==> src/rtl/cau_pkg.sv <==
// ----------------------------------------------------------------------------
// Complex arithmetic unit package
// Operation codes, status codes, result limits and the control word that
// travels with each request down the pipeline.
// ----------------------------------------------------------------------------
package cau_pkg;

   localparam int RES_WIDTH = 24;
   localparam int QUO_BITS  = RES_WIDTH + 1;

   localparam logic [2:0] OP_ADD  = 3'd0;
   localparam logic [2:0] OP_SUB  = 3'd1;
   localparam logic [2:0] OP_MUL  = 3'd2;
   localparam logic [2:0] OP_DIV  = 3'd3;
   localparam logic [2:0] OP_DIST = 3'd4;

   localparam logic [1:0] ST_OK  = 2'd0;
   localparam logic [1:0] ST_DBZ = 2'd1;
   localparam logic [1:0] ST_SAT = 2'd2;

   localparam logic [RES_WIDTH-1:0] RES_MAX_V = {1'b0, {(RES_WIDTH-1){1'b1}}};
   localparam logic [RES_WIDTH-1:0] RES_MIN_V = {1'b1, {(RES_WIDTH-1){1'b0}}};

   typedef struct packed {
      logic [2:0] op;
      logic       neg_re;
      logic       neg_im;
      logic       dbz;
      logic       ovf_re;
      logic       ovf_im;
   } cau_ctl_type;

endpackage

==> src/rtl/cau_back.sv <==
// ----------------------------------------------------------------------------
// Complex arithmetic unit back end
// Rounds the square root, applies signs, saturates to the result range,
// sets the status and holds the result in the output register.
// ----------------------------------------------------------------------------
module cau_back #(
   parameter int IN_WIDTH  = 16,
   parameter int FRAC_BITS = 8,
   localparam int MAG_W  = (2*IN_WIDTH > cau_pkg::QUO_BITS) ? 2*IN_WIDTH : cau_pkg::QUO_BITS,
   localparam int ROOT_W = IN_WIDTH + 1,
   localparam int RAD_W  = 2*(IN_WIDTH+1) + 1
) (
   input  logic                            clock,
   input  logic                            reset,
   input  logic                            in_valid,
   output logic                            in_ready,
   input  cau_pkg::cau_ctl_type            in_ctl,
   input  logic [MAG_W-1:0]                in_q_re,
   input  logic [MAG_W-1:0]                in_q_im,
   input  logic [ROOT_W-1:0]               in_root,
   input  logic [RAD_W-1:0]                in_rad,
   output logic                            rsp_valid,
   input  logic                            rsp_ready,
   output logic [cau_pkg::RES_WIDTH-1:0]   rsp_res_re,
   output logic [cau_pkg::RES_WIDTH-1:0]   rsp_res_im,
   output logic [1:0]                      rsp_status
);
   import cau_pkg::*;

   localparam logic [MAG_W-1:0] POS_LIM = MAG_W'(RES_MAX_V);
   localparam logic [MAG_W-1:0] NEG_LIM = MAG_W'(RES_MIN_V);

   logic                 valid_ff;
   logic [RES_WIDTH-1:0] re_ff, im_ff;
   logic [1:0]           status_ff;
   logic                 rad_gt;
   logic [ROOT_W:0]      root_rnd;
   logic [MAG_W-1:0]     mag_re, mag_im, sgn_re, sgn_im;
   logic                 sat_re, sat_im;
   logic [RES_WIDTH-1:0] re_in, im_in;
   logic [1:0]           status_in;

   assign rad_gt   = in_rad > RAD_W'(in_root);
   assign root_rnd = (ROOT_W+1)'(in_root) + (ROOT_W+1)'(rad_gt);
   assign mag_re   = (in_ctl.op == OP_DIST) ? MAG_W'(root_rnd) : in_q_re;
   assign mag_im   = in_q_im;
   assign sgn_re   = in_ctl.neg_re ? (~mag_re + 1'b1) : mag_re;
   assign sgn_im   = in_ctl.neg_im ? (~mag_im + 1'b1) : mag_im;
   assign sat_re   = in_ctl.ovf_re || (in_ctl.neg_re ? (mag_re > NEG_LIM) : (mag_re > POS_LIM));
   assign sat_im   = in_ctl.ovf_im || (in_ctl.neg_im ? (mag_im > NEG_LIM) : (mag_im > POS_LIM));

   always_comb begin
      if (in_ctl.dbz) begin
         re_in     = '0;
         im_in     = '0;
         status_in = ST_DBZ;
      end else begin
         re_in     = sat_re ? (in_ctl.neg_re ? RES_MIN_V : RES_MAX_V) : sgn_re[RES_WIDTH-1:0];
         im_in     = sat_im ? (in_ctl.neg_im ? RES_MIN_V : RES_MAX_V) : sgn_im[RES_WIDTH-1:0];
         status_in = (sat_re || sat_im) ? ST_SAT : ST_OK;
      end
   end

   assign in_ready = !valid_ff || rsp_ready;

   always_ff @(posedge clock) begin
      if (reset) begin
         valid_ff <= 1'b0;
      end else if (in_ready) begin
         valid_ff <= in_valid;
      end
      if (in_ready) begin
         re_ff     <= re_in;
         im_ff     <= im_in;
         status_ff <= status_in;
      end
   end

   assign rsp_valid  = valid_ff;
   assign rsp_res_re = re_ff;
   assign rsp_res_im = im_ff;
   assign rsp_status = status_ff;

   assert property (@(posedge clock) disable iff (reset)
      rsp_valid && rsp_status == ST_DBZ |-> rsp_res_re == '0 && rsp_res_im == '0)
      else $error("Divide by zero result carries nonzero parts.");

   assert property (@(posedge clock) disable iff (reset)
      rsp_valid && rsp_status == ST_SAT
      |-> rsp_res_re == RES_MAX_V || rsp_res_re == RES_MIN_V
       || rsp_res_im == RES_MAX_V || rsp_res_im == RES_MIN_V)
      else $error("Saturated status without a clamped part.");

   assert property (@(posedge clock) disable iff (reset)
      in_valid && in_ready && in_ctl.op != OP_DIV |=> rsp_status != ST_DBZ)
      else $error("Divide by zero status on an operation that does not divide.");

endmodule

==> config.mk <==
export PLATFORM = sky130hd
export DESIGN_NAME = cau_back
export DESIGN_NICKNAME = d
export VERILOG_FILES = /design/src/rtl/cau_pkg.sv /design/src/rtl/cau_back.sv
export SDC_FILE = /design/constraint.sdc
export NUM_CORES = 1
export LEC_CHECK = 0
export ABC_AREA = 1
export BUFFER_PORTS_ARGS = -buffer_cell sky130_fd_sc_hd__buf_2
export CAP_MARGIN = 20
export CORE_MARGIN = 8
export CORE_UTILIZATION = 50
export DETAILED_ROUTE_END_ITERATION = 8
export GPL_TIMING_DRIVEN = 0
export PLACE_DENSITY = 0.92
export SETUP_SLACK_MARGIN = 0.4
export SYNTH_ARGS = -nofsm -noshare
export SYNTH_HDL_FRONTEND = slang
export SYNTH_SLANG_ARGS = --single-unit
==> constraint.sdc <==
create_clock -name clock -period 4.2 [get_ports clock]
set_input_delay 0.42 -clock clock [delete_from_list [all_inputs] [get_ports clock]]
set_output_delay 0.42 -clock clock [all_outputs]
set_load 0.01 [all_outputs]
==> reports/metrics.cfg <==
[floorplan]
start_util_pct = 50.4
die_w_um = 114
core-area_um2 = 9590
ios = 180
dieArea_um2 = 13100
chipHeight_um = 114
rows = 36

[sta]
maxSlewHeadroom_pct = 56.4
setup_tns_ns = 0
clock_skew_ns = 0.00661
holdWs_ns = 0.266
tightest_slew_ns = 0.654
drv_slew = 0
rsz0062_at_grt = yes
worst_slack_ns = 0.310
finalHoldViolCount = 0
finalCriticalPeriod_ns = 3.89
period_share_pct = 92.6
fmax_ghz = 0.257
setup_viol = 0

[clock_network]
cts.htree.levels = 2
clockBufferDepth = 2
cts_tree = built
insertion_delay_ns = 0.31
clkTransAtPathRegs_ns = 0.09
cts_buffers = 5
root_buffer = clkbuf_8
ctsHoldBuffers = 0
cts_sinks = 51

[pwr]
power.internal_uw = 956
p_clk_share_pct = 21.9
power.leakage_uw = 0.00315
seqPwrFrac_pct = 43.7
p_per_area_nw_per_um2 = 215
swShare_pct = 32.0
p_sw_uw = 449
total_power_uw = 1400
ir_drop_uv = 161
comb_power_share_pct = 34.4

[synth]
yosysSeqAreaShare_pct = 31.5
yosysWarnings = 0
synth_nets = 855
synth_flop_cell = edfxtp_1
netlist_area_um2 = 4840
synth_edf_count = 50
ys_ff_latch = 51
synthArstFlopShare_pct = 0
synth_cell_types = 39
syn_area_per_cell_um2 = 6.86
postSynthCellCount = 705

[grt]
grt_overflow = 0
grt_pass1_vias = 5172
grtUsageTotal_pct = 21.2
grt_max_degree = 33
grt_antenna_before_repair = 0
grt_pass1_wl_mm = 22.7

[setup_path]
slowest_stage = ha_4
worstPathRequired_ns = 4.24
arrival_ns = 3.93
critPathMaxFanout = 5
cpPeakStageDelay_ns = 0.24
end_kind = register
crit_path_frequent_cell = nand2_1
cp-start-kind = input port
critical_path_class = input port to register

[placement]
dp_worst_setup_slack_ns = -0.396
placed_area_um2 = 5910
port_buffers = 177
place_hpwl_mm = 12.0
gp_congestion = 0.913

[route]
wl_mm = 15.5
dr.pass1.iters = 6
drc = 0
vias = 5462
via_per_inst = 5.24
avgRoutedWirePerCell_um = 14.9
ant_nets = 0
drtIter0Drc = 552

[layout]
fillerInstances = 774
area_growth_pct = 35.0
diodes = 0
design_area_um2 = 6530
multi_input_area_um2 = 3190
seq_area_um2 = 1520
final_layout_size_suffix_gt1_share_pct = 34.5
fin_nets = 1058

[job]
drv_cap = 0

[outcome]
status = finished, final reports clean

[hold_path]
hold_path_class = input port to register

-- cell type report --
cell class / instances / area share [%]
Buffer: 24 / 2.49
Clock buffer: 7 / 1.48
Clock inverter: 1 / 0.115
Inverter: 69 / 4.16
Multi-Input combinational cell: 562 / 48.8
Sequential cell: 51 / 23.3
Tap cell: 133 / 2.55
Timing Repair Buffer: 195 / 17.1
-- power groups by stage --
stage	Combinational, µW	Sequential, µW	Clock, µW
finish	484	614	307
global route	530	618	322
CTS	432	614	306
detailed placement	411	625	0
global placement	399	626	0
floorplan	222	649	0
-- sequential cells by signal, summed over array words and instances (netlist names) --
signal,cells
rsp_res_im,24
rsp_res_re,24
rsp_status,2
rsp_valid,1
-- layer usage --
layer | part of all wire, % | GRT usage [%]
met1 | 36 | 22.0
met2 | 50 | 39.8
met3 | 10 | 6.01
met4 | 2.9 | 7.10
met5 | 0 | 0
-- stage by stage --
step / util (%) / instances
6_report: 68.1 / 1042
4_1_cts: 64.6 / 1034
5_1_grt: 68.1 / 1042
3_5_place_dp: 61.6 / 1016
2_1_floorplan: - / 705
3_3_place_gp: 61.4 / 1015
-- cell usage in the layout (no fill, tap or decap), types with 4 or more instances in the layout --
master	synthesis	layout
nor2_2	3	9
xnor2_1	9	9
nand2_1	212	204
edfxtp_1	50	50
buf_4	7	23
clkbuf_8	0	7
or2_2	10	10
nand2_4	1	4
nand2_2	9	14
ha_1	22	9
inv_1	64	54
nand3b_1	4	4
ha_2	0	4
o21ai_0	23	21
inv_4	0	5
ha_4	0	9
a21oi_1	36	33
clkbuf_1	8	8
buf_2	3	173
nor3_1	9	9
xor2_1	20	20
nand4_1	16	16
a21oi_2	20	20
buf_6	4	7
inv_2	3	9
nor2_1	87	81
nand3_1	54	52
nor4_1	10	9
-- cell families (layout without fill, tap and decap cells) --
group,Yosys count,count (layout),synth area share (%)
AND/OR/NAND/NOR,420,421,37.7
buffers and inverters,93,296,8.49
AO/OA/AOI/OAI,90,90,11.4
flip-flops,51,51,31.5
XOR/XNOR,29,29,5.25
adder cells (fa/ha/maj),22,22,5.69
-- synthesized netlist by cell type, types with 10 or more instances --
library cell	n	area (µm²)
nand2_1	212	796
nor2_1	87	327
inv_1	64	240
nand3_1	54	270
edfxtp_1	50	1500
a21oi_1	36	180
o21ai_0	23	115
ha_1	22	275
a21oi_2	20	175
xor2_1	20	175
nand4_1	16	100
nor4_1	10	62.6
or2_2	10	62.6
-- path summary, 6_finish.rpt --
check	end	start	slack [ns]	cells after the start
max	rsp_res_re[14]$_SDFFCE_PP0P_	in_root[6]	0.31	29
min reg2reg	rsp_res_im[2]$_SDFFCE_PP0P_	rsp_valid$_SDFFE_PP0P_	0.91	1
min	rsp_valid$_SDFFE_PP0P_	reset	0.27	2
max reg2reg	rsp_res_re[2]$_SDFFCE_PP0P_	rsp_valid$_SDFFE_PP0P_	2.93	2
-- timing repair --
item | 4_1_cts | 5_1_grt
setup endpoints to repair | 25 | 25
gates resized for setup | 20 | 63
pin swaps | 10 | 40
gates cloned | 1 | 3
buffers inserted | 9 | 5
-- worst max-delay path, delay by kind of cell --
kind                       cells  cell delay [ns]
AOI/OAI and AO/OA              4             0.62
buffers and inverters          5             0.41
and+or+nand+nor               16             1.62
adders and majority gates      4             0.85
Note: power is estimated with default switching activity, not from simulation.
