==> config.mk <==
export PLATFORM = sky130hd
export DESIGN_NAME = cau_cell
export DESIGN_NICKNAME = d
export VERILOG_FILES = /design/src/rtl/cau_pkg.sv /design/src/rtl/cau_cell.sv
export SDC_FILE = /design/constraint.sdc
export NUM_CORES = 1
export LEC_CHECK = 0
export ABC_AREA = 0
export CAP_MARGIN = 20
export CORE_AREA = 3 3 187 189
export DETAILED_ROUTE_END_ITERATION = 8
export DIE_AREA = 0 0 190 192
export DONT_BUFFER_PORTS = 1
export GPL_ROUTABILITY_DRIVEN = 1
export PLACE_DENSITY = 0.62
export REMOVE_ABC_BUFFERS = 1
export SYNTH_ARGS = -nofsm -noshare
export SYNTH_HDL_FRONTEND = slang
export SYNTH_SLANG_ARGS = --single-unit
==> constraint.sdc <==
create_clock -name clock -period 29.9 [get_ports clock]
set_input_delay 5.98 -clock clock [delete_from_list [all_inputs] [get_ports clock]]
set_output_delay 5.98 -clock clock [all_outputs]
set_load 0.01 [all_outputs]
==> src/rtl/cau_pkg.sv <==
// ----------------------------------------------------------------------------
// Complex arithmetic unit package
// Operation codes, status codes, result limits and the control word that
// travels with each request down the pipeline.
// ----------------------------------------------------------------------------
package cau_pkg;

   localparam int RES_WIDTH = 24;
   localparam int QUO_BITS  = RES_WIDTH + 1;

   localparam logic [2:0] OP_ADD  = 3'd0;
   localparam logic [2:0] OP_SUB  = 3'd1;
   localparam logic [2:0] OP_MUL  = 3'd2;
   localparam logic [2:0] OP_DIV  = 3'd3;
   localparam logic [2:0] OP_DIST = 3'd4;

   localparam logic [1:0] ST_OK  = 2'd0;
   localparam logic [1:0] ST_DBZ = 2'd1;
   localparam logic [1:0] ST_SAT = 2'd2;

   localparam logic [RES_WIDTH-1:0] RES_MAX_V = {1'b0, {(RES_WIDTH-1){1'b1}}};
   localparam logic [RES_WIDTH-1:0] RES_MIN_V = {1'b1, {(RES_WIDTH-1){1'b0}}};

   typedef struct packed {
      logic [2:0] op;
      logic       neg_re;
      logic       neg_im;
      logic       dbz;
      logic       ovf_re;
      logic       ovf_im;
   } cau_ctl_type;

endpackage

==> src/rtl/cau_cell.sv <==
// ----------------------------------------------------------------------------
// Complex arithmetic unit cell
// One restoring step of both quotients and one step of the square root, each
// where the bit position that this cell owns lies in its range, followed by a pipeline register.
// ----------------------------------------------------------------------------
module cau_cell #(
   parameter int IN_WIDTH  = 16,
   parameter int FRAC_BITS = 8,
   parameter int BIT       = 0,
   localparam int MAG_W  = (2*IN_WIDTH > cau_pkg::QUO_BITS) ? 2*IN_WIDTH : cau_pkg::QUO_BITS,
   localparam int DVD_W  = 2*IN_WIDTH + FRAC_BITS + 2,
   localparam int DSR_W  = 2*IN_WIDTH + 1,
   localparam int ROOT_W = IN_WIDTH + 1,
   localparam int RAD_W  = 2*(IN_WIDTH+1) + 1
) (
   input  logic                 clock,
   input  logic                 reset,
   input  logic                 in_valid,
   output logic                 in_ready,
   input  cau_pkg::cau_ctl_type in_ctl,
   input  logic [MAG_W-1:0]     in_q_re,
   input  logic [MAG_W-1:0]     in_q_im,
   input  logic [DVD_W-1:0]     in_rem_re,
   input  logic [DVD_W-1:0]     in_rem_im,
   input  logic [DSR_W-1:0]     in_dsr,
   input  logic [ROOT_W-1:0]    in_root,
   input  logic [RAD_W-1:0]     in_rad,
   output logic                 out_valid,
   input  logic                 out_ready,
   output cau_pkg::cau_ctl_type out_ctl,
   output logic [MAG_W-1:0]     out_q_re,
   output logic [MAG_W-1:0]     out_q_im,
   output logic [DVD_W-1:0]     out_rem_re,
   output logic [DVD_W-1:0]     out_rem_im,
   output logic [DSR_W-1:0]     out_dsr,
   output logic [ROOT_W-1:0]    out_root,
   output logic [RAD_W-1:0]     out_rad
);
   import cau_pkg::*;

   localparam int  CMP_W   = DVD_W + QUO_BITS;
   localparam bit  DO_DIV  = (BIT < QUO_BITS);
   localparam bit  DO_SQRT = (BIT < ROOT_W);

   logic              valid_ff;
   logic [CMP_W-1:0]  shifted, diff_re, diff_im;
   logic              ge_re, ge_im, div_act;
   logic [RAD_W-1:0]  trial;
   logic              ge_rad;
   logic [MAG_W-1:0]  q_re_in, q_im_in;
   logic [DVD_W-1:0]  rem_re_in, rem_im_in;
   logic [ROOT_W-1:0] root_in;
   logic [RAD_W-1:0]  rad_in;

   assign shifted = CMP_W'(in_dsr) << BIT;
   assign diff_re = CMP_W'(in_rem_re) - shifted;
   assign diff_im = CMP_W'(in_rem_im) - shifted;
   assign ge_re   = CMP_W'(in_rem_re) >= shifted;
   assign ge_im   = CMP_W'(in_rem_im) >= shifted;
   assign div_act = DO_DIV && (in_ctl.op == OP_DIV);

   assign trial  = (RAD_W'(in_root) << (BIT + 1)) + (RAD_W'(1) << (2*BIT));
   assign ge_rad = DO_SQRT && (in_rad >= trial);

   always_comb begin
      q_re_in   = in_q_re;
      q_im_in   = in_q_im;
      rem_re_in = in_rem_re;
      rem_im_in = in_rem_im;
      root_in   = in_root;
      rad_in    = in_rad;
      if (div_act && ge_re) begin
         rem_re_in = DVD_W'(diff_re);
         q_re_in   = in_q_re | (MAG_W'(1) << BIT);
      end
      if (div_act && ge_im) begin
         rem_im_in = DVD_W'(diff_im);
         q_im_in   = in_q_im | (MAG_W'(1) << BIT);
      end
      if (ge_rad) begin
         rad_in  = in_rad - trial;
         root_in = in_root | (ROOT_W'(1) << BIT);
      end
   end

   assign in_ready = !valid_ff || out_ready;

   always_ff @(posedge clock) begin
      if (reset) begin
         valid_ff <= 1'b0;
      end else if (in_ready) begin
         valid_ff <= in_valid;
      end
      if (in_ready) begin
         out_ctl    <= in_ctl;
         out_q_re   <= q_re_in;
         out_q_im   <= q_im_in;
         out_rem_re <= rem_re_in;
         out_rem_im <= rem_im_in;
         out_dsr    <= in_dsr;
         out_root   <= root_in;
         out_rad    <= rad_in;
      end
   end

   assign out_valid = valid_ff;

   generate
      if (DO_DIV) begin : g_chk
         // The real partial remainder stays below the divisor at this bit weight.
         assert property (@(posedge clock) disable iff (reset)
            out_valid && out_ctl.op == OP_DIV && !out_ctl.dbz && !out_ctl.ovf_re
            |-> CMP_W'(out_rem_re) < (CMP_W'(out_dsr) << BIT))
            else $error("Real remainder is not reduced below the shifted divisor.");
      end
   endgenerate

endmodule

==> results.toml, run 1 <==
[clock_tree]
clkLatencyLatePin_ns = 0.55
cts_tree = "done"
htreeDepth = 1
cts-hold-fix-buffers = 0
cts_resized = 0
clockBufferDepth = 3
cts_root_buf = "clkbuf_16"
numCtsBuffers = 27
postCtsSetupBuffers = 0
clock-sinks = 242
clk_pin_slew_ns = 0.06

[yosys]
synth-seq-cells = 242
synth-edff-count = 241
synthesis.area_um2 = 14000
synth_cells = 1251
ys.flop_type = "edfxtp_1"
ys_types = 78
avgSynthCellArea_um2 = 11.2
async_flop_share_pct = 0
ys_warn_count = 0
ys_seq_area_share_pct = 51.9

[global_route]
track_usage_pct = 22.1
antenna_found_initial = 2
grt_max_degree = 72
overflow = 0
grt_pass1_vias = 9929
grt_pass1_wl_mm = 61.3

[floorplanning]
dieArea_um2 = 36500
rows = 67
fp.dieH_um = 192
initial_core_util_pct = 41.8
die_w_um = 190
io_pins = 488
core_um2 = 33400

[placed_design]
port_buffers = 0
hpwlAfterDp_mm = 34.0
gp_congestion = 0.956
dp_cells = 1662

[sta]
worst_pin_slew_ns = 0.890
relSlewSlack_pct = 40.0
period_minus_slack_ns = 12.16
drv_slew = 0
whs_ns = 1.22
max_freq_ghz = 0.0822
skew_ns = 0.0127
hold_viol = 0
finalSetupViolCount = 0
rsz0062_at_grt = "no"
fin_tns_setup_ns = 0
timing.final.crit_share_pct = 40.7

[power]
p_int_uw = 644
clkPwrFrac_pct = 34.9
power_density_nw_per_um2 = 58.7
p_sw_share_pct = 27.9
power.share.sequential_pct = 49.7
power.switching_uw = 250
p_leak_uw = 0.00599
ir_drop_v = 0.0000397
power_frac_comb_pct = 15.4

[critical_path]
worst-path-stages = 1
ff2ff_setup_slack_ns = 27.44
cp-end-kind = "output port"
crit_fanout = 2
path_cells = "nand2b_4"
endpoint = "in_ready"
crit_slowest_cell = "nand2b_4"
startpoint = "out_ready"
worstSetupPathType = "in -> out"
regToRegEndpoint = "out_dsr[32]"
r2r_start = "out_valid"
crit_buf_inv = 0
reg2reg_depth = 4
cp_top_family = "simple AND/OR/NAND/NOR gates"
startpoint_type = "primary input"
critical_path_required_ns = 23.92
cp_slowest_stage_delay_ns = 0.19
cp_data_arrival_time_ns = 6.18

[routing]
firstDrtPassIters = 5
antenna_left = 0
drt_iter0_markers = 489
drc = 0
vias_per_cell = 5.73
vias = 9810
wire_per_inst_um = 24.7
routed_wl_mm = 42.4

[layout]
fin_util_pct = 45.5
num-nets-final = 1575
final_common_cell = "edfxtp_1"
syn_to_final_growth_pct = 8.97
drive_gt1_share_pct = 7.77
nFillCells = 3092
layout_common_cells = "241 x edfxtp_1, 101 x nand2_1, 93 x a21oi_1, 84 x ha_1, 78 x o21ai_0"
instances_no_fill = 1712

[job]
cap_violations = 0

[hold_path]
min_path_type = "reg -> reg"
hold_depth = 2
min_from = "out_valid"

[outcome]
status = "finished, final reports clean"
layer usage:
metal / global-route usage (%) / vias up / wire length [um]
li1: - / 4650 / -
met4: 7.90 / 0 / 1370
met5: 0 / - / 0
met1: 23.2 / 4712 / 14900
met2: 40.8 / 385 / 22100
met3: 7.72 / 63 / 3960
power by group through the flow:
stage | clock, uW | sequential, uW | combinational, uW
4_1_cts | 324 | 446 | 137
3_3_place_gp | 0 | 453 | 135
6_report | 312 | 444 | 138
2_1_floorplan | 0 | 444 | 107
5_1_grt | 334 | 447 | 154
3_5_place_dp | 0 | 453 | 136
worst min path at each step:
stage / end / slack, ns
2_1_floorplan: out_valid / 5.51
3_3_place_gp: out_q_re[10] / 1.24
3_5_place_dp: out_q_re[6] / 1.26
4_1_cts: out_q_re[6] / 1.28
5_1_grt: out_q_re[13] / 1.29
6_report: out_q_re[10] / 1.22
cells in the mapped netlist (3+ instances only):
cell type | instances | area [um^2]
a211o_1 | 4 | 35.0
a211oi_1 | 10 | 75.1
a21o_1 | 47 | 353
a21oi_1 | 93 | 465
a31oi_1 | 11 | 68.8
and2_1 | 4 | 25.0
and3_1 | 14 | 87.6
and4_1 | 7 | 61.3
buf_2 | 21 | 105
clkbuf_1 | 20 | 75.1
edfxtp_1 | 241 | 7240
fa_1 | 3 | 60.1
ha_1 | 84 | 1050
inv_1 | 74 | 278
mux2_2 | 30 | 338
nand2_1 | 101 | 379
nand2b_1 | 12 | 75.1
nand3_1 | 27 | 135
nand3b_1 | 4 | 30.0
nand4_1 | 19 | 119
nand4b_1 | 3 | 26.3
nor2_1 | 70 | 263
nor2b_1 | 10 | 62.6
nor3_1 | 21 | 105
nor4_1 | 15 | 93.8
o2111ai_1 | 4 | 35.0
o211ai_1 | 10 | 75.1
o21a_1 | 12 | 90.1
o21ai_0 | 78 | 390
o21ai_1 | 4 | 20.0
o21bai_1 | 16 | 120
o31ai_1 | 8 | 60.1
or2_2 | 4 | 25.0
or3_1 | 6 | 37.5
or4_1 | 5 | 37.5
xnor2_1 | 65 | 569
xor2_1 | 43 | 377
per-stage QoR:
stage / power [uW] / cell area [um^2] / worst slack, ns
after global routing: 935 / 15200 / 17.73
after global placement: 588 / 14400 / 17.73
final: 894 / 15200 / 17.74
after floorplan: 551 / 13800 / 12.08
after detailed placement: 589 / 14400 / 17.73
after CTS: 907 / 15200 / 17.73
kinds of logic (layout without fill, tap and decap cells):
kind of cell	after synthesis	count (layout)	share of synthesized area [%]
simple gates	333	333	11.9
compound gates	331	331	15.5
flops	242	242	51.9
buf+inv	119	130	3.46
xor+xnor	108	108	6.77
fa+ha+maj	87	87	7.95
mux	31	31	2.49
other cells	0	2	0
sequential cells by signal (all words and copies together) (netlist names):
name / count
out_q_re: 32
out_rem_im: 42
out_dsr: 33
out_root: 17
out_q_im: 32
out_ctl: 8
out_valid: 1
out_rem_re: 42
out_rad: 35
cell type report:
cell class | instances | area (um^2) | area share (%)
Inverter | 74 | 278 | 1.82
Sequential cell | 242 | 7260 | 47.7
Timing Repair Buffer | 8 | 60.1 | 0.394
Clock buffer | 33 | 708 | 4.65
Multi-Input combinational cell | 890 | 6240 | 41.0
Tap cell | 448 | 561 | 3.68
Clock inverter | 15 | 116 | 0.764
Antenna cell | 2 | 5.00 | 0.0329
worst min-delay path: cells and delay by family (launching register included):
kind / cells / cell delay (ns)
flip-flops: 1 / 0.48
buffers and inverters: 1 / 0.34
AND/OR/NAND/NOR: 1 / 0.17
Power figures use the tool's default switching activity.
==> run 2, diff against run 1 <==
- clock period: 29.9 -> 12.2 ns (I/O delays scaled with it)
==> run 2 against run 1 <==
Compared with the run above:
- setup slack got worse by 11 ns
- critical path type is now in -> reg
- combinational power grew 140%
- sequential share of layout area down 0.070 points
- cell area grew 0.15%
- total power increased by 150%
- via count fell by 0.20%
- clock power rose by 150%
- non-clock buffer count fell by 1
- register-to-register slack got worse by 18 ns
==> results.toml, run 2 (synthesis gave the netlist of run 1 again) <==
[outcome]
status = "finished, final reports clean"

[hold_path]
hold_depth = 1
min_from = "out_valid"
hold_end = "out_q_im[13]"
min_path_type = "reg -> reg"

[global_route]
grt_pass1_wl_mm = 60.5
grt_busiest_layer = "met2"
met2_usage_pct = 40.2
grt_max_degree = 67
antenna_found_initial = 1
overflow = 0
track_usage_pct = 21.9
met3_usage_pct = 8.52
use_met1_pct = 22.4
grt_pass1_vias = 9746

[critical_path]
worstSetupPathType = "in -> reg"
reg2reg_depth = 3
r2r_start = "out_valid"
cp-end-kind = "flop"
critical_path_required_ns = 12.49
ff2ff_setup_slack_ns = 9.48
regToRegEndpoint = "out_dsr[27]"
crit_fanout = 66
cp_data_arrival_time_ns = 5.64
startpoint_type = "primary input"

[layout]
layout_common_cells = "241 x edfxtp_1, 101 x nand2_1, 93 x a21oi_1, 84 x ha_1, 78 x o21ai_0"
final_common_cell = "edfxtp_1"
num-nets-final = 1574
reg_top3 = "out_rem_im x42, out_rem_re x42, out_rad x35"
nFillCells = 3100
syn_to_final_growth_pct = 9.13
instances_no_fill = 1711
drive_gt1_share_pct = 7.61

[clock_tree]
clock-sinks = 242
clkLatencyLatePin_ns = 0.54
cts_root_buf = "clkbuf_16"
cts_tree = "done"
cts-hold-fix-buffers = 0
htreeDepth = 1
clockBufferDepth = 3
numCtsBuffers = 27
postCtsSetupBuffers = 0
clk_pin_slew_ns = 0.06
cts_resized = 0

[sta]
fin_tns_setup_ns = 0
drv_slew = 0
period_minus_slack_ns = 5.34
skew_ns = 0.00858
hold_viol = 0
worst_pin_slew_ns = 0.935
max_freq_ghz = 0.187
whs_ns = 1.07
finalSetupViolCount = 0
relSlewSlack_pct = 37.0
rsz0062_at_grt = "no"
timing.final.crit_share_pct = 43.8

[routing]
vias = 9790
routed_wl_mm = 42.5
antenna_left = 0
firstDrtPassIters = 5
drt_iter0_markers = 470
vias_per_cell = 5.72
drc = 0
wire_per_inst_um = 24.8

[power]
ir_drop_v = 0.0000877
power_density_nw_per_um2 = 145
p_leak_uw = 0.00600

[floorplanning]
initial_core_util_pct = 41.8
io_pins = 488
core_um2 = 33400
dieArea_um2 = 36500
fp.dieH_um = 192
die_w_um = 190
rows = 67

[job]
cap_violations = 0

[placed_design]
dp_cells = 1661
gp_congestion = 0.927
port_buffers = 0
hpwlAfterDp_mm = 34.1
-- run 2: worst max-delay path: stages --
cell      delay (ns)
inv_1           0.04
ha_1            0.16
inv_1           0.06
fa_1            0.42
a211oi_1        0.31
o21ai_0         0.15
a31oi_1         0.47
a311oi_1        0.25
o21ai_1         0.27
a21o_2          0.16
buf_4           0.47
mux2_2          0.40
-- run 2: how the worst max path moves through the flow --
| stage | from | endpoint | slack, ns | cells after the start |
|---|---|---|---|---|
| 4_1_cts | out_ready | in_ready | 6.85 | 1 |
| 6_report | in_rem_im[0] | out_rem_im[1] | 6.86 | 12 |
| 5_1_grt | in_rem_im[0] | out_rem_im[1] | 6.61 | 12 |
| 3_5_place_dp | in_rem_im[0] | out_rem_im[1] | 6.34 | 12 |
| 3_3_place_gp | in_root[0] | out_rad[1] | 6.35 | 9 |
| 2_1_floorplan | out_ready | in_ready | 1.46 | 1 |
-- run 2: through the flow --
| step | instance area [um^2] | total power (uW) | setup slack (ns) | util, % |
|---|---|---|---|---|
| 3_3_place_gp | 14400 | 1440 | 6.35 | 43.0 |
| 5_1_grt | 15200 | 2300 | 6.61 | 45.6 |
| 6_report | 15200 | 2200 | 6.86 | 45.6 |
| 2_1_floorplan | 13800 | 1350 | 1.46 | - |
| 3_5_place_dp | 14400 | 1440 | 6.34 | 43.1 |
| 4_1_cts | 15200 | 2230 | 6.85 | 45.6 |
-- run 2: routing by layer --
layer | vias to the layer above | wire length [um]
li1 | 4655 | -
met1 | 4649 | 14800
met2 | 412 | 21700
met3 | 74 | 4260
met4 | 0 | 1710
met5 | - | 0
-- run 2: layout make-up --
| class | count | area, um^2 | area share [%] |
|---|---|---|---|
| sequential | 242 | 7260 | 47.6 |
| multi-input combinational | 890 | 6240 | 40.9 |
| clock buffer | 34 | 702 | 4.60 |
| tap | 448 | 561 | 3.68 |
| inverter | 74 | 278 | 1.82 |
| clock inverter | 15 | 135 | 0.886 |
| timing repair buffer | 7 | 72.6 | 0.476 |
| antenna | 1 | 2.50 | 0.0164 |
-- run 2: power by group --
part           leakage (uW)  switching, uW  internal, uW
logic               0.00309            200           136
clock network      0.000406            325           450
registers           0.00251           83.8          1010
total               0.00600            609          1590
==> run 3, diff against run 2 <==
- ABC_AREA: 0 -> 1
- CORE_AREA: 3 3 187 189 -> 3 3 189 191
- DIE_AREA: 0 0 190 192 -> 0 0 192 194
- PLACE_DENSITY: 0.62 -> 0.71
- clock period: 12.2 -> 5.2 ns (I/O delays scaled with it)
==> run 3 against run 2 <==
Compared with the run above:
- total power grew to 2.6 times the previous value
- first-iteration DRC count grew to 3.0 times the previous value
- sequential power is 140% higher
- die area is 2.1% higher
- clock skew hardly changed
- highest routed layer is now met5
- wire length is 58% higher
- clock-buffer cell count is 7 lower
- largest cell class is now multi-input gates
==> results.toml, run 3 <==
[yosys]
synth_top_family_by_area = "simple AND/OR/NAND/NOR gates"
yosys.area.top_type_share_pct = 42.1
synthTopCellsByArea = "edfxtp_1 42%, nand2_1 23%, inv_1 9.5%"
synth-compound-area-share_pct = 3.48
ys_seq_area_share_pct = 42.2
synthXorXnorAreaFrac_pct = 2.90
ys_types = 40
synth_cells = 2415
synth_simple_gate_area_share_pct = 34.5
avgSynthCellArea_um2 = 7.12
yosys.area.top_type = "edfxtp_1"
synthesis.area_um2 = 17200
synth_mux_area_share_pct = 0
async_flop_share_pct = 0
synth.most_common_cell = "nand2_1"
synth-edff-count = 241
ys.flop_type = "edfxtp_1"
synthTopCellsByCount = "1,032 x nand2_1, 435 x inv_1, 241 x edfxtp_1"
synthAdderAreaFrac_pct = 6.46
ys_warn_count = 0
synth-seq-cells = 242

[layout]
final_common_cell = "nand2_1"
num_antenna_cells = 0
reg_top3 = "out_rem_im x42, out_rem_re x42, out_rad x35"
syn_to_final_growth_pct = 8.07
layout_common_cells = "1,031 x nand2_1, 435 x inv_1, 241 x edfxtp_1, 173 x nor2_1, 153 x nand3_1"
nFillCells = 3355
instances_no_fill = 2900
num-nets-final = 2757
drive_gt1_share_pct = 4.21

[sta]
rsz0062_at_grt = "no"
skew_ns = 0.00897
whs_ns = 0.543
worst_pin_slew_ns = 1.20
period_minus_slack_ns = 3.32
relSlewSlack_pct = 20.2
drv_slew = 0
hold_viol = 0
max_freq_ghz = 0.301
timing.final.crit_share_pct = 63.9
finalSetupViolCount = 0

[routing]
wire_per_inst_um = 23.1
routed_wl_mm = 67.0
drc = 0
drt_iter0_markers = 1392
firstDrtPassIters = 5
antenna_left = 0
vias = 15653
vias_per_cell = 5.40

[critical_path]
cp-end-kind = "flop"
worstSetupPathType = "in -> reg"
critical_path_required_ns = 5.63
cp_data_arrival_time_ns = 3.76
crit_fanout = 20
startpoint_type = "primary input"

[hold_path]
min_path_type = "in -> reg"

[power]
power.switching_uw = 1820
p_sw_share_pct = 32.4
power_density_nw_per_um2 = 302
ir_drop_v = 0.000279
power_frac_comb_pct = 19.2
p_leak_uw = 0.00958
clkPwrFrac_pct = 35.1
total_power_uw = 5620
power.share.sequential_pct = 45.7
p_int_uw = 3800

[clock_tree]
cts_root_buf = "clkbuf_16"
clk_pin_slew_ns = 0.07
clockBufferDepth = 3
clock-sinks = 242
cts_tree = "done"
postCtsSetupBuffers = 0
cts-hold-fix-buffers = 0
cts_resized = 0
clkLatencyLatePin_ns = 0.56
numCtsBuffers = 26
htreeDepth = 1

[global_route]
grt_pass1_vias = 15229
grt_pass1_wl_mm = 97.4
overflow = 0
grt_max_degree = 176
antenna_found_initial = 4
track_usage_pct = 35.1

[floorplanning]
io_pins = 488
initial_core_util_pct = 50.2
dieArea_um2 = 37200
die_w_um = 192
rows = 68
core_um2 = 34300
fp.dieH_um = 194

[placed_design]
hpwlAfterDp_mm = 55.6
dp_cells = 2852
gp_congestion = 1.01
port_buffers = 0

[job]
cap_violations = 0

[outcome]
status = "finished, final reports clean"
run 3: layer usage:
layer,vias to the layer above,wire length [um],global-route usage [%]
li1,7556,-,-
met1,7177,24900,41.7
met2,762,31500,58.6
met3,154,6650,10.2
met4,4,3800,16.3
met5,-,27,0
run 3: cells by family after synthesis:
logic type      after synthesis
compound gates              111
xor+xnor                     57
fa+ha+maj                    87
buf+inv                     465
flops                       242
simple gates               1453
run 3: through the flow:
step / utilization, % / cell area, um^2 / setup WS (ns) / TNS, ns
after floorplan: - / 17000 / -2.06 / -417.66
after global placement: 51.6 / 17700 / 1.31 / 0
after detailed placement: 51.6 / 17700 / 1.29 / 0
after CTS: 54.2 / 18600 / 1.90 / 0
after global routing: 54.2 / 18600 / 1.63 / 0
final: 54.2 / 18600 / 1.88 / 0
run 3: power by group through the flow:
stage / Sequential (uW) / Clock, uW / Combinational (uW)
final: 2570 / 1970 / 1080
after global routing: 2580 / 2080 / 1200
after CTS: 2570 / 2000 / 1060
after detailed placement: 2610 / 0 / 1060
after global placement: 2610 / 0 / 1050
after floorplan: 2550 / 0 / 752
run 3: critical path, cell delays in order:
cell	delay (ns)
inv_1	0.09
ha_1	0.44
nand2_1	0.16
nor2_1	0.25
nand2_1	0.14
nor2_1	0.12
nand2_1	0.06
nand3_1	0.14
nand2_1	0.11
a21oi_2	0.88
nand2_1	0.19
nand2_1	0.11
run 3: final timing paths:
kind / end / slack [ns] / depth (start not counted) / start
setup reg to reg: out_rem_re[8] / 3.39 / 2 / out_valid
hold / removal: out_valid / 0.54 / 1 / reset
hold reg to reg: out_ctl[5] / 1.16 / 2 / out_valid
setup / recovery: out_rem_im[31] / 1.88 / 12 / in_dsr[23]
run 3: layout make-up:
cell class              count  area [um^2]  share of cell area, %
clock buffers              27          676                   3.64
clock inverters            21          221                   1.19
inverters                 441         1660                   8.91
multi-input cells        1708         8150                   43.8
flip-flops and latches    242         7260                   39.0
well taps                 455          569                   3.06
repair buffers              6         57.6                  0.310
